--- config.mk ---
export PLATFORM = sky130hd
export DESIGN_NAME = password_scramble_hash_unit
export DESIGN_NICKNAME = d
export VERILOG_FILES = /design/src/psh_pkg.sv /design/src/password_scramble_hash_unit.sv
export VERILOG_INCLUDE_DIRS = /design/src /design/src/src
export SDC_FILE = /design/constraint.sdc
export NUM_CORES = 1
export LEC_CHECK = 0
export ABC_AREA = 1
export BUFFER_PORTS_ARGS = -buffer_cell sky130_fd_sc_hd__buf_2
export CAP_MARGIN = 20
export CORE_ASPECT_RATIO = 1.5
export CORE_UTILIZATION = 45
export CTS_CLUSTER_DIAMETER = 40
export DETAILED_ROUTE_END_ITERATION = 16
export PLACE_DENSITY_LB_ADDON = 0.25
export RECOVER_POWER = 25
export SYNTH_ARGS = -nofsm -noshare
export SYNTH_HDL_FRONTEND = slang
export SYNTH_SLANG_ARGS = --single-unit
--- constraint.sdc ---
create_clock -name clock -period 2.25 [get_ports clock]
set_input_delay 0.225 -clock clock [delete_from_list [all_inputs] [get_ports clock]]
set_output_delay 0.225 -clock clock [all_outputs]
set_load 0.05 [all_outputs]
--- src/assert_macros.svh ---
// ---------------------------------------------------------------------------
// Assertion macros
// Shared concurrent assertion forms for the RTL. Define NO_ASSERTIONS to
// compile them away.
// ---------------------------------------------------------------------------
`ifndef ASSERT_MACROS_SVH
`define ASSERT_MACROS_SVH

`ifndef NO_ASSERTIONS

// The consequent must hold in the same cycle as the antecedent.
`define ASSERT_IMPL(lbl, clk, rst, ante, cons) \
   lbl: assert property (@(posedge clk) disable iff (rst) (ante) |-> (cons)) \
      else $error("assertion failed: implication");

// The consequent must hold in the cycle after the antecedent.
`define ASSERT_NEXT(lbl, clk, rst, ante, cons) \
   lbl: assert property (@(posedge clk) disable iff (rst) (ante) |=> (cons)) \
      else $error("assertion failed: next-cycle implication");

`else

`define ASSERT_IMPL(lbl, clk, rst, ante, cons)
`define ASSERT_NEXT(lbl, clk, rst, ante, cons)

`endif

`endif

--- src/psh_pkg.sv ---
// ---------------------------------------------------------------------------
// Password scramble hash package
// Word types, constants and the output character table.
// ---------------------------------------------------------------------------
`timescale 1ns / 1ps

package psh_pkg;

   localparam int unsigned OUT_CHARS_DEF = 10;
   localparam int unsigned SYM_W         = 6;

   localparam logic [31:0] INJECT_PATTERN = 32'h8000_8000;

   localparam logic [8*64-1:0] SYM_TABLE =
      "ABCDEFGHIJKLMNOPQRSTUVWXYZabcdefghijklmnopqrstuwvxuz0123456789+-";

   typedef struct packed {
      logic [7:0] pass_byte;
      logic       final_byte;
   } req_type;

   typedef struct packed {
      logic [7:0] hash_char;
      logic       final_char;
   } rsp_type;

   // The first table character sits in the top byte of the packed string,
   // so entry i starts at byte 63 - i, which is the bitwise inverse of i.
   function automatic logic [7:0] sym_char(input logic [SYM_W-1:0] idx);
      logic [SYM_W+2:0] base;
      base = {~idx, 3'b000};
      return SYM_TABLE[base +: 8];
   endfunction

endpackage

--- src/password_scramble_hash_unit.sv ---
// ---------------------------------------------------------------------------
// Password scramble hash unit
// Bit-serial password scrambler with an OUT_CHARS-character encoded result, ten by default.
// ---------------------------------------------------------------------------
// Each accepted byte is taken in the idle state and then scrambled one bit
// per cycle through the shared round unit. After the last byte the round
// unit keeps running until the 64-bit feed pair has shifted out and reads as
// zero, and then OUT_CHARS words are emitted, one per cycle when the result
// side does not stall. The input side is stalled whenever the round
// sequencer is busy; a final result word still waiting in the output register
// does not hold off the next password.
`timescale 1ns / 1ps

module password_scramble_hash_unit
   import psh_pkg::*;
#(
   parameter int unsigned OUT_CHARS = OUT_CHARS_DEF
) (
   input  logic    clock,
   input  logic    reset,
   input  logic    req_valid,
   output logic    req_stall,
   input  req_type req_data,
   output logic    rsp_valid,
   input  logic    rsp_stall,
   output rsp_type rsp_data
);

`include "assert_macros.svh"

   localparam int unsigned CNT_W = (OUT_CHARS > 1) ? $clog2(OUT_CHARS) : 1;
   localparam logic [CNT_W-1:0] LAST_CNT = CNT_W'(OUT_CHARS - 1);

   typedef enum logic [3:0] {
      S_IDLE  = 4'b0001,
      S_BYTE  = 4'b0010,
      S_DRAIN = 4'b0100,
      S_EMIT  = 4'b1000
   } state_type;

   state_type   state_ff, state_in;
   logic [2:0]  bit_cnt_ff, bit_cnt_in;
   logic [CNT_W-1:0] chr_cnt_ff, chr_cnt_in;
   logic        last_ff, last_in;
   logic [7:0]  byte_ff, byte_in;

   logic [63:0] feed_ff, feed_in;
   logic [63:0] mix_ff, mix_in;
   logic [63:0] acc_ff, acc_in;

   logic        rsp_valid_ff, rsp_valid_in;
   rsp_type     rsp_data_ff, rsp_data_in;

   logic        req_take;
   logic        out_free;
   logic        emit_load;
   logic        feed_zero;
   logic        do_round;
   logic        inject;

   // Round unit signals
   logic [63:0] feed_eff;
   logic [31:0] mh1, ml1, mh2, ml2;
   logic [63:0] mix_sh;
   logic [31:0] ah_n, al_n, mh_n, ml_n;

   assign req_take  = req_valid && !req_stall;
   assign out_free  = !rsp_valid_ff || !rsp_stall;
   assign emit_load = (state_ff == S_EMIT) && out_free;
   assign feed_zero = (feed_ff == 64'd0);
   assign inject    = (state_ff == S_BYTE) && byte_ff[0];
   assign do_round  = (state_ff == S_BYTE) || ((state_ff == S_DRAIN) && !feed_zero);

   // One scrambling round. The shifted term is the mix pair before the round
   // shifted right by two; the feed pair is XORed in and not taken back out.
   always_comb begin
      feed_eff = feed_ff | (inject ? {INJECT_PATTERN, INJECT_PATTERN} : 64'd0);
      mh1      = mix_ff[63:32] ^ feed_eff[63:32];
      ml1      = mix_ff[31:0]  ^ feed_eff[31:0];
      mix_sh   = mix_ff >> 2;
      mh2      = mh1 ^ mix_sh[63:32];
      ml2      = ml1 ^ mix_sh[31:0];
      ah_n     = (~acc_ff[63:32]) ^ mh2;
      al_n     = (32'd0 - acc_ff[31:0]) ^ ml2;
      mh_n     = ah_n ^ (~mh2);
      ml_n     = al_n ^ (32'd0 - ml2);
   end

   always_comb begin
      state_in     = state_ff;
      bit_cnt_in   = bit_cnt_ff;
      chr_cnt_in   = chr_cnt_ff;
      last_in      = last_ff;
      byte_in      = byte_ff;
      feed_in      = feed_ff;
      mix_in       = mix_ff;
      acc_in       = acc_ff;
      rsp_data_in  = rsp_data_ff;
      rsp_valid_in = rsp_valid_ff && rsp_stall;

      if (do_round) begin
         feed_in = feed_eff >> 1;
         mix_in  = {mh_n, ml_n};
         acc_in  = {ah_n, al_n};
      end

      unique case (state_ff)
         S_IDLE: begin
            if (req_take) begin
               byte_in    = req_data.pass_byte;
               last_in    = req_data.final_byte;
               bit_cnt_in = 3'd0;
               state_in   = S_BYTE;
            end
         end
         S_BYTE: begin
            byte_in    = byte_ff >> 1;
            bit_cnt_in = bit_cnt_ff + 3'd1;
            if (bit_cnt_ff == 3'd7) begin
               state_in = last_ff ? S_DRAIN : S_IDLE;
            end
         end
         S_DRAIN: begin
            if (feed_zero) begin
               chr_cnt_in = '0;
               state_in   = S_EMIT;
            end
         end
         S_EMIT: begin
            if (out_free) begin
               rsp_valid_in           = 1'b1;
               rsp_data_in.hash_char  = sym_char(acc_ff[SYM_W-1:0]);
               rsp_data_in.final_char = (chr_cnt_ff == LAST_CNT);
               acc_in                 = acc_ff >> SYM_W;
               chr_cnt_in             = chr_cnt_ff + CNT_W'(1);
               if (chr_cnt_ff == LAST_CNT) begin
                  // The whole hash state starts over for the next password.
                  feed_in  = '0;
                  mix_in   = '0;
                  acc_in   = '0;
                  state_in = S_IDLE;
               end
            end
         end
         default: begin
            state_in = S_IDLE;
         end
      endcase
   end

   always_ff @(posedge clock) begin
      if (reset) begin
         state_ff     <= S_IDLE;
         bit_cnt_ff   <= '0;
         chr_cnt_ff   <= '0;
         last_ff      <= 1'b0;
         feed_ff      <= '0;
         mix_ff       <= '0;
         acc_ff       <= '0;
         rsp_valid_ff <= 1'b0;
      end else begin
         state_ff     <= state_in;
         bit_cnt_ff   <= bit_cnt_in;
         chr_cnt_ff   <= chr_cnt_in;
         last_ff      <= last_in;
         feed_ff      <= feed_in;
         mix_ff       <= mix_in;
         acc_ff       <= acc_in;
         rsp_valid_ff <= rsp_valid_in;
      end
   end

   always_ff @(posedge clock) begin
      byte_ff     <= byte_in;
      rsp_data_ff <= rsp_data_in;
   end

   assign req_stall = (state_ff != S_IDLE);
   assign rsp_valid = rsp_valid_ff;
   assign rsp_data  = rsp_data_ff;

   // Emission only starts once the feed pair has fully drained.
   `ASSERT_IMPL(a_emit_drained, clock, reset, state_ff == S_EMIT, feed_zero)
   // The emit phase is entered from the drain phase only.
   `ASSERT_NEXT(a_emit_from_drain, clock, reset, state_ff != S_EMIT && state_ff != S_DRAIN, state_ff != S_EMIT)
   // Loading the last character clears the hash state and frees the input.
   `ASSERT_NEXT(a_clear_after_last, clock, reset, emit_load && chr_cnt_ff == LAST_CNT, state_ff == S_IDLE && acc_ff == 64'd0 && mix_ff == 64'd0)

endmodule
==> results.yml, run 1 <==
status:
  status: "complete, no violations"
drt:
  first_pass_iters: 5
  via_count: 12100
  drcViolationCount: 0
  drtIter0Drc: 655
  wl_mm: 36.8
  wire_per_inst_um: 15.9
  via_per_inst: 5.23
  postRouteAntennaNets: 0
yosys:
  synth_top_flop_cell: "dfxtp_1"
  avgSynthCellArea_um2: 6.87
  ys_seq_elements: 221
  synth_top_area_cell: "dfxtp_1"
  yosys-top-cells-area: "dfxtp_1 (32%), nand2_1 (12%), xor2_1 (7.3%)"
  yosysMostFrequentCell: "nand2_1"
  synth_nets: 1885
  synth_top_area_share: 0.321
  async_flop_share: 0
  synth_edf_count: 16
  yosys_warnings: 0
  synth_area_um2: 12800
  synth-seq-area-share: 0.359
  synth_commonest_cells: "nand2_1 (410), nor2_1 (232), dfxtp_1 (205)"
  ys_types: 53
  synth_cells: 1860
critical_path:
  setup.worst_path.start: "feed_ff[1]"
  critical_path_class: "flip-flop to flip-flop"
  rrSetupSlack_ns: 0.10
  reg2reg_to: "mix_ff[30]"
  critical_path_required_ns: 2.74
  cp.arrival_ns: 2.64
  ff2ff_path_depth: 11
  cp-endpoint: "mix_ff[30]"
  critPathLaunchType: "flip-flop"
  cp_max_fo: 4
  end_kind: "flip-flop"
  regToRegStartpoint: "feed_ff[1]"
cts:
  cts_tree: "yes"
  clkLatencyLatePin_ns: 0.57
  clkSinkCount: 221
  htree_levels: 1
  clk_pin_slew_ns: 0.06
  clock-root-buffer: "clkbuf_16"
  cts_inserted_buffers: 30
  clock_path_buffers: 3
timing:
  max_freq_mhz: 466
  relSlewSlack: 0.544
  rsz0062_at_grt: "true"
  min_period_ns: 2.15
  slew_violations: 0
  setup_viol_count_final: 0
  fin_skew_ns: 0.0138
  tns_ns: 0
  worst_slew_pin_slew_ns: 0.687
  fin_crit_sh: 0.954
  finalHoldViolations: 0
cells_and_area:
  layout-drive-gt1-share: 0.119
  fin_util: 0.536
  final_cell_area_um2: 15000
  antenna_cells: 0
  nFillCells: 2788
  area_delta_synth_final_pct: 17.3
  fin_nets: 1963
pwr:
  p_int_w: 0.0144
  p_comb_frac: 0.609
  clkPwrFrac: 0.177
  power.share.switching: 0.485
  p_per_area_nw_per_um2: 1870
  p_leak_nw: 6.98
  switching_power_w: 0.0136
  vdd_ir_drop_max_v: 0.000956
  p_seq_frac: 0.215
place:
  hpwlAfterDp_mm: 26.7
  gp_congestion: 0.947
  place_area_um2: 13700
  port_buffers: 22
die:
  initial_core_util: 0.457
  die_y_um: 208
  die-area_um2: 29100
  num_rows: 75
  die_w_um: 140
  ios: 24
  core_area_um2: 28000
global_routing:
  grt_use_met2: 0.497
  grt_pass1_vias: 11700
  overflow: 0
  antenna_found_initial: 0
  busiest_layer: "met2"
  use_met1: 0.250
  grt_max_degree: 97
  use_met3: 0.0278
  grt_pass1_wl_mm: 58.6
  grt_util_all_layers: 0.252
run:
  maxCapViolCount: 0
worst_hold_path:
  hp-class: "flip-flop to flip-flop"
==> worst min-delay path by stage <==
stage                     from         end  slack, ns  cells after the start
finish              acc_ff[47]  acc_ff[41]       0.46                      2
global route        acc_ff[47]  acc_ff[41]       0.47                      2
CTS                 acc_ff[47]  acc_ff[41]       0.46                      2
detailed placement  acc_ff[47]  acc_ff[41]       0.45                      2
global placement    acc_ff[47]  acc_ff[41]       0.44                      2
floorplan            rsp_stall   rsp_valid       0.40                      2
==> per-stage QoR <==
stage | setup slack, ns | hold WS (ns) | cells | total power [W]
finish | 0.105 | 0.456 | 2307 | 0.0280
global route | -0.0290 | 0.474 | 2307 | 0.0302
CTS | 0.0345 | 0.458 | 2302 | 0.0278
detailed placement | 0.0566 | 0.445 | 2235 | 0.0227
global placement | 0.0658 | 0.437 | 2235 | 0.0226
floorplan | 0.272 | 0.404 | 1860 | 0.0172
==> critical path, stage by stage, from the launching register on <==
cell	delay, ns
dfxtp_2	0.34
xnor2_2	0.19
xor2_2	0.19
ha_2	0.25
nand2_1	0.07
nor2_2	0.18
nand3_2	0.19
nor2_4	0.19
nand3_1	0.13
nand2_1	0.13
nand2_1	0.08
a21oi_1	0.13
==> cell families after synthesis <==
group	synth area share
AO/OA/AOI/OAI	0.124
XOR/XNOR	0.115
adder cells (fa/ha/maj)	0.0118
buffers and inverters	0.0825
flip-flops	0.359
other	0.000294
AND/OR/NAND/NOR	0.307
==> state kept, by name (all words and copies together), names as in the netlist <==
register / count
feed_ff: 64
chr_cnt_ff: 4
rsp_valid: 1
acc_ff: 64
last_ff: 1
byte_ff: 8
rsp_data: 8
mix_ff: 64
bit_cnt_ff: 3
state_ff: 4
==> final cells by class <==
class / instances / area [um2] / share of cell area
clock buffer: 35 / 832 / 0.0555
clock inverter: 20 / 228 / 0.0152
inverter: 170 / 639 / 0.0427
multi-input combinational: 1389 / 7190 / 0.480
sequential: 221 / 4590 / 0.307
tap: 346 / 433 / 0.0289
timing repair buffer: 126 / 1070 / 0.0715
==> power by group through the flow <==
stage | registers, W | logic [W] | clock network (W)
finish | 0.00601 | 0.0170 | 0.00494
global route | 0.00614 | 0.0188 | 0.00521
CTS | 0.00600 | 0.0168 | 0.00502
detailed placement | 0.00608 | 0.0166 | 0
global placement | 0.00606 | 0.0165 | 0
floorplan | 0.00580 | 0.0114 | 0
==> cells in the final DEF, fill, tap and decap left out, types with 5 or more instances in the layout <==
master         netlist  layout
a21oi_1            127     127
buf_12               0       9
buf_2               32      12
buf_4                4      72
clkbuf_1            29      16
clkbuf_16            0      33
clkinv_2             0       5
dfxtp_1            205     198
dfxtp_2              0       7
dlygate4sd3_1        0      12
edfxtp_1            16      16
ha_1                12      11
inv_1              152     153
inv_2               17      15
inv_6                0       5
nand2_1            410     409
nand3_1            177     177
nand4_1             25      25
nor2_1             232     229
nor2_2              18      20
nor2_4               4       6
nor3_1              11      11
o21ai_0             97      93
o21ai_1             57      60
or2_2                5       5
xnor2_1             53      53
xor2_1             106     105
==> repair_timing <==
item | CTS | global route
endpoints found under the hold margin | 16 | 0
buffers inserted | 0 | 2
gates resized for setup | 0 | 24
endpoints found under the setup margin | 0 | 62
hold buffers | 12 | 0
==> metal layers <==
metal / vias to the layer above / part of all wire
met1: 5537 / 0.37
met3: 114 / 0.036
li1: 6173 / -
met2: 239 / 0.54
met4: 0 / 0.057
met5: - / 0
(Power assumes the default switching activity.)
==> inputs of run 2 (changes only) <==
--- a/config.mk
+++ b/config.mk
@@ -11,6 +11,7 @@
 export CAP_MARGIN = 20
 export CORE_ASPECT_RATIO = 1.5
 export CORE_UTILIZATION = 45
+export CTS_BUF_LIST = sky130_fd_sc_hd__clkbuf_4 sky130_fd_sc_hd__clkbuf_8
 export CTS_CLUSTER_DIAMETER = 40
 export DETAILED_ROUTE_END_ITERATION = 16
 export PLACE_DENSITY_LB_ADDON = 0.25
==> results.yml, run 2 (same netlist as run 1, synthesis figures left out) <==
global_routing:
  grt_util_all_layers: 0.253
  antenna_found_initial: 0
  grt_max_degree: 97
  grt_pass1_vias: 11700
  overflow: 0
  grt_pass1_wl_mm: 58.6
critical_path:
  critical_path_class: "flip-flop to flip-flop"
  cpPeakStageDelay_ns: 0.45
  critPathLaunchType: "flip-flop"
  end_kind: "flip-flop"
  critical_path_required_ns: 2.69
  crit_chain: "inv_2, nand2_1, nand3_1, nand2_1, nand2_1, nor2_2, nand4_1, nor2_2, nand4_1, nand2_1, a21oi_1"
  cp.arrival_ns: 2.58
  crit_top_cell: "nand2_1"
  slowest_stage: "dfxtp_1"
  cp_max_fo: 5
place:
  pre_cts_ws_ns: 0.0566
  gp_congestion: 0.947
  hpwlAfterDp_mm: 26.7
  dp.cells: 2235
  port_buffers: 22
  place_area_um2: 13700
cells_and_area:
  fin_util: 0.529
  fin_nets: 1972
  area_delta_synth_final_pct: 15.8
  finalNonFillerCells: 2324
  final_cell_mix: "nand2_1 (408), nor2_1 (226), dfxtp_1 (202), nand3_1 (177), inv_1 (153)"
  layout-drive-gt1-share: 0.127
  antenna_cells: 0
  nFillCells: 2796
  reg.largest.list: "acc_ff (64), feed_ff (64), mix_ff (64)"
  final_cell_area_um2: 14800
  final_common_cell: "nand2_1"
status:
  status: "complete, no violations"
pwr:
  p_per_area_nw_per_um2: 1840
  p_leak_nw: 6.90
  power_w: 0.0272
  vdd_ir_drop_max_v: 0.000791
drt:
  wl_mm: 36.8
  via_per_inst: 5.22
  postRouteAntennaNets: 0
  via_count: 12100
  wire_per_inst_um: 15.8
  first_pass_iters: 5
  drcViolationCount: 0
  drtIter0Drc: 629
die:
  core_area_um2: 28000
  ios: 24
  die-area_um2: 29100
  initial_core_util: 0.457
  die_y_um: 208
  die_w_um: 140
  num_rows: 75
timing:
  setup_viol_count_final: 0
  fin_ws_ns: 0.112
  finalHoldViolations: 0
  max_freq_mhz: 468
  fin_crit_sh: 0.950
  slew_violations: 0
  worst_slew_pin_slew_ns: 0.710
  fin_skew_ns: 0.0291
  min_period_ns: 2.14
  relSlewSlack: 0.529
cts:
  clock-root-buffer: "clkbuf_8"
  htree_levels: 2
  cts_tree: "yes"
  cts_inserted_buffers: 39
  clk_pin_slew_ns: 0.06
  clock_path_buffers: 3
  clkSinkCount: 221
  clkLatencyLatePin_ns: 0.58
worst_hold_path:
  hp-class: "flip-flop to flip-flop"
run:
  maxCapViolCount: 0
-- run 2: cell count changes in the layout (fill, tap and decap cells not counted), sizes merged --
cell,delta
inv,-6
clkbuf,+24
clkinv,-1
-- run 2: what timing repair did --
item                                    CTS  global route
buffers inserted                          0             3
endpoints found under the setup margin    0            54
hold buffers                             12             0
hold endpoints to repair                 16             0
resized for setup                         0            19
-- run 2: worst max-delay path, delay by kind of cell, from the launching register on --
kind            cells  cell delay, ns
buf+inv             1            0.09
compound gates      1            0.08
flops               1            0.45
simple gates        9            1.40
-- run 2: layout make-up --
class	count	area, um2	area share
multi-input cells	1389	7210	0.487
clock inverters	13	133	0.00897
repair buffers	126	1050	0.0712
well taps	346	433	0.0293
clock buffers	59	737	0.0498
inverters	170	639	0.0432
flip-flops and latches	221	4590	0.310
-- run 2: final timing paths --
check,startpoint,endpoint,slack (ns),cells after the start
min,acc_ff[40],acc_ff[34],0.45,2
min reg2reg,acc_ff[40],acc_ff[34],0.45,2
max reg2reg,mix_ff[8],mix_ff[23],0.11,11
max,mix_ff[8],mix_ff[23],0.11,11
-- run 2: per-layer routing --
metal | part of all wire | vias to the layer above | wire length, um | GRT usage
met1 | 0.37 | 5572 | 13800 | 0.250
met3 | 0.031 | 106 | 1160 | 0.0308
met5 | 0 | - | 0 | 0
met2 | 0.54 | 255 | 19800 | 0.494
li1 | - | 6187 | - | -
met4 | 0.058 | 0 | 2140 | 0.157
-- run 2: power breakdown --
| part | switching (W) | internal [W] |
|---|---|---|
| Clock | 0.00178 | 0.00236 |
| Combinational | 0.0106 | 0.00646 |
| Sequential | 0.00101 | 0.00499 |
-- run 2: metrics by stage --
stage          setup TNS, ns  hold slack (ns)
6_report                   0            0.449
5_1_grt              -0.0194            0.474
4_1_cts                    0            0.432
3_5_place_dp               0            0.445
3_3_place_gp               0            0.437
2_1_floorplan              0            0.404
==> inputs of run 3 (changes only) <==
--- a/config.mk
+++ b/config.mk
@@ -14,6 +14,7 @@
 export CTS_BUF_LIST = sky130_fd_sc_hd__clkbuf_4 sky130_fd_sc_hd__clkbuf_8
 export CTS_CLUSTER_DIAMETER = 40
 export DETAILED_ROUTE_END_ITERATION = 16
+export GPL_TIMING_DRIVEN = 0
 export PLACE_DENSITY_LB_ADDON = 0.25
 export RECOVER_POWER = 25
 export SYNTH_ARGS = -nofsm -noshare
==> results.yml, run 3 (same netlist as run 1, synthesis figures left out) <==
status:
  status: "finished with violations"
  violations: "setup timing"
cells_and_area:
  finalNonFillerCells: 2333
  area_delta_synth_final_pct: 18.3
  layout-drive-gt1-share: 0.161
  fin_nets: 1987
  final_common_cell: "nand2_1"
  reg.largest.list: "acc_ff (64), feed_ff (64), mix_ff (64)"
  antenna_cells: 0
  final_cell_mix: "nand2_1 (398), nor2_1 (209), dfxtp_1 (191), nand3_1 (168), inv_1 (142)"
place:
  pre_cts_ws_ns: -0.585
  port_buffers: 21
  dp.cells: 2227
  hpwlAfterDp_mm: 31.2
  gp_congestion: 0.987
timing:
  relSlewSlack: 0.499
  fin_crit_sh: 1.01
  max_freq_mhz: 441
  setup_viol_count_final: 1
  rsz0062_at_grt: "true"
  fin_ws_ns: -0.0184
  slew_violations: 0
  finalHoldViolations: 0
  worst_slew_pin_slew_ns: 0.751
  fin_skew_ns: 0.0269
  min_period_ns: 2.27
critical_path:
  cp_max_fo: 7
  regToRegStartpoint: "acc_ff[1]"
  cp.arrival_ns: 2.72
  crit_chain: "inv_2, ha_2, inv_1, nor2_2, nand3_1, xor2_1, xor2_1, nor2_1, nor2_1, nor2_1"
  rrSetupSlack_ns: -0.02
  worst-path-buf-inv: 2
  critical_path_class: "flip-flop to flip-flop"
  reg2reg_to: "acc_ff[22]"
  slowest_stage: "xor2_1"
  critPathLaunchType: "flip-flop"
  ff2ff_path_depth: 10
  crit_top_cell: "nor2_1"
  critical_path_required_ns: 2.70
  cpPeakStageDelay_ns: 0.49
  end_kind: "flip-flop"
  cp_top_family: "XOR/XNOR gates"
die:
  num_rows: 75
  ios: 24
  core_area_um2: 28000
  initial_core_util: 0.457
  die-area_um2: 29100
  die_y_um: 208
  die_w_um: 140
worst_hold_path:
  min_from: "reset"
  hp-class: "input port to flip-flop"
  hold_depth: 2
  min_to: "chr_cnt_ff[1]"
drt:
  via_count: 12600
  postRouteAntennaNets: 0
  first_pass_iters: 6
  wl_mm: 41.9
  via_per_inst: 5.39
  drtIter0Drc: 807
  wire_per_inst_um: 18.0
  drcViolationCount: 0
cts:
  htree_levels: 2
  cts_inserted_buffers: 38
  clkLatencyLatePin_ns: 0.56
  clock_path_buffers: 3
  cts_tree: "yes"
  clock-root-buffer: "clkbuf_8"
  clkSinkCount: 221
  clk_pin_slew_ns: 0.06
run:
  maxCapViolCount: 0
global_routing:
  grt_pass1_wl_mm: 63.4
  grt_max_degree: 11
  overflow: 0
  antenna_found_initial: 0
  grt_pass1_vias: 12100
  grt_util_all_layers: 0.281
pwr:
  power.share.switching: 0.518
  switching_power_w: 0.0143
  vdd_ir_drop_max_v: 0.000851
  p_per_area_nw_per_um2: 1830
  clkPwrFrac: 0.141
  p_leak_nw: 6.95
  p_comb_frac: 0.639
  p_int_w: 0.0133
  p_seq_frac: 0.220
run 3: cell types whose count changed in the layout (fill, tap and decap cells not counted), sizes merged:
cell | previous run | this run
buf | 98 | 86
bufinv | 2 | 1
clkbuf | 75 | 107
clkinv | 10 | 3
clkinvlp | 0 | 1
dlygate4sd3 | 12 | 11
inv | 171 | 168
nand2 | 415 | 416
nor2 | 255 | 254
run 3: layer usage:
layer | share of wire | GRT usage | vias up | wire length [um]
met2 | 0.52 | 0.532 | 304 | 21700
met4 | 0.073 | 0.195 | 0 | 3060
met5 | 0 | 0 | - | 0
met1 | 0.37 | 0.283 | 5922 | 15500
met3 | 0.040 | 0.0364 | 141 | 1660
li1 | - | - | 6218 | -
run 3: layout make-up:
type | count | area [um2]
sequential | 221 | 4610
clock buffer | 62 | 753
buffer | 80 | 598
multi-input combinational | 1389 | 7470
fill | 2777 | 12900
tap | 346 | 433
timing repair buffer | 62 | 558
clock inverter | 3 | 42.5
inverter | 170 | 648
run 3: worst max path at each step:
stage,start,to,slack [ns],depth (start not counted)
2_1_floorplan,rsp_valid,feed_ff[47],0.27,12
3_3_place_gp,chr_cnt_ff[1],acc_ff[37],-0.60,10
3_5_place_dp,chr_cnt_ff[1],acc_ff[37],-0.59,10
4_1_cts,feed_ff[0],acc_ff[19],-0.04,12
5_1_grt,feed_ff[16],feed_ff[14],-0.08,12
6_report,acc_ff[1],acc_ff[22],-0.02,10
run 3: metrics by stage:
stage          setup TNS [ns]  utilization  instance area [um2]  hold WS [ns]  total power, W
3_5_place_dp           -57.79        0.476                13300         0.440          0.0216
5_1_grt                 -1.83        0.540                15100        0.0629          0.0295
3_3_place_gp           -57.96        0.476                13300         0.439          0.0214
4_1_cts               -0.0943        0.516                14400        0.0214          0.0261
2_1_floorplan               0            -                12800         0.404          0.0172
6_report              -0.0184        0.540                15100        0.0389          0.0276
run 3: repair_timing:
| item | 4_1_cts | 5_1_grt |
|---|---|---|
| pin swaps | 7 | 36 |
| cloned | 0 | 6 |
| setup endpoints to repair | 192 | 192 |
| resized for setup | 42 | 179 |
| buffers inserted | 10 | 15 |
| endpoints found under the hold margin | 11 | 0 |
| hold buffers | 11 | 0 |
run 3: worst reg2reg max path: stages (launching register included):
cell and delay [ns]:
dfxtp_2 0.37, inv_2 0.12, ha_2 0.23, inv_1 0.12, nor2_2 0.21, nand3_1 0.12, xor2_1 0.49, xor2_1 0.28
nor2_1 0.09, nor2_1 0.09, nor2_1 0.04
run 3: power groups by stage:
stage | Sequential [W] | Combinational (W) | Clock, W
6_report | 0.00607 | 0.0176 | 0.00390
4_1_cts | 0.00600 | 0.0161 | 0.00396
3_3_place_gp | 0.00605 | 0.0154 | 0
5_1_grt | 0.00618 | 0.0192 | 0.00412
3_5_place_dp | 0.00607 | 0.0155 | 0
2_1_floorplan | 0.00580 | 0.0114 | 0
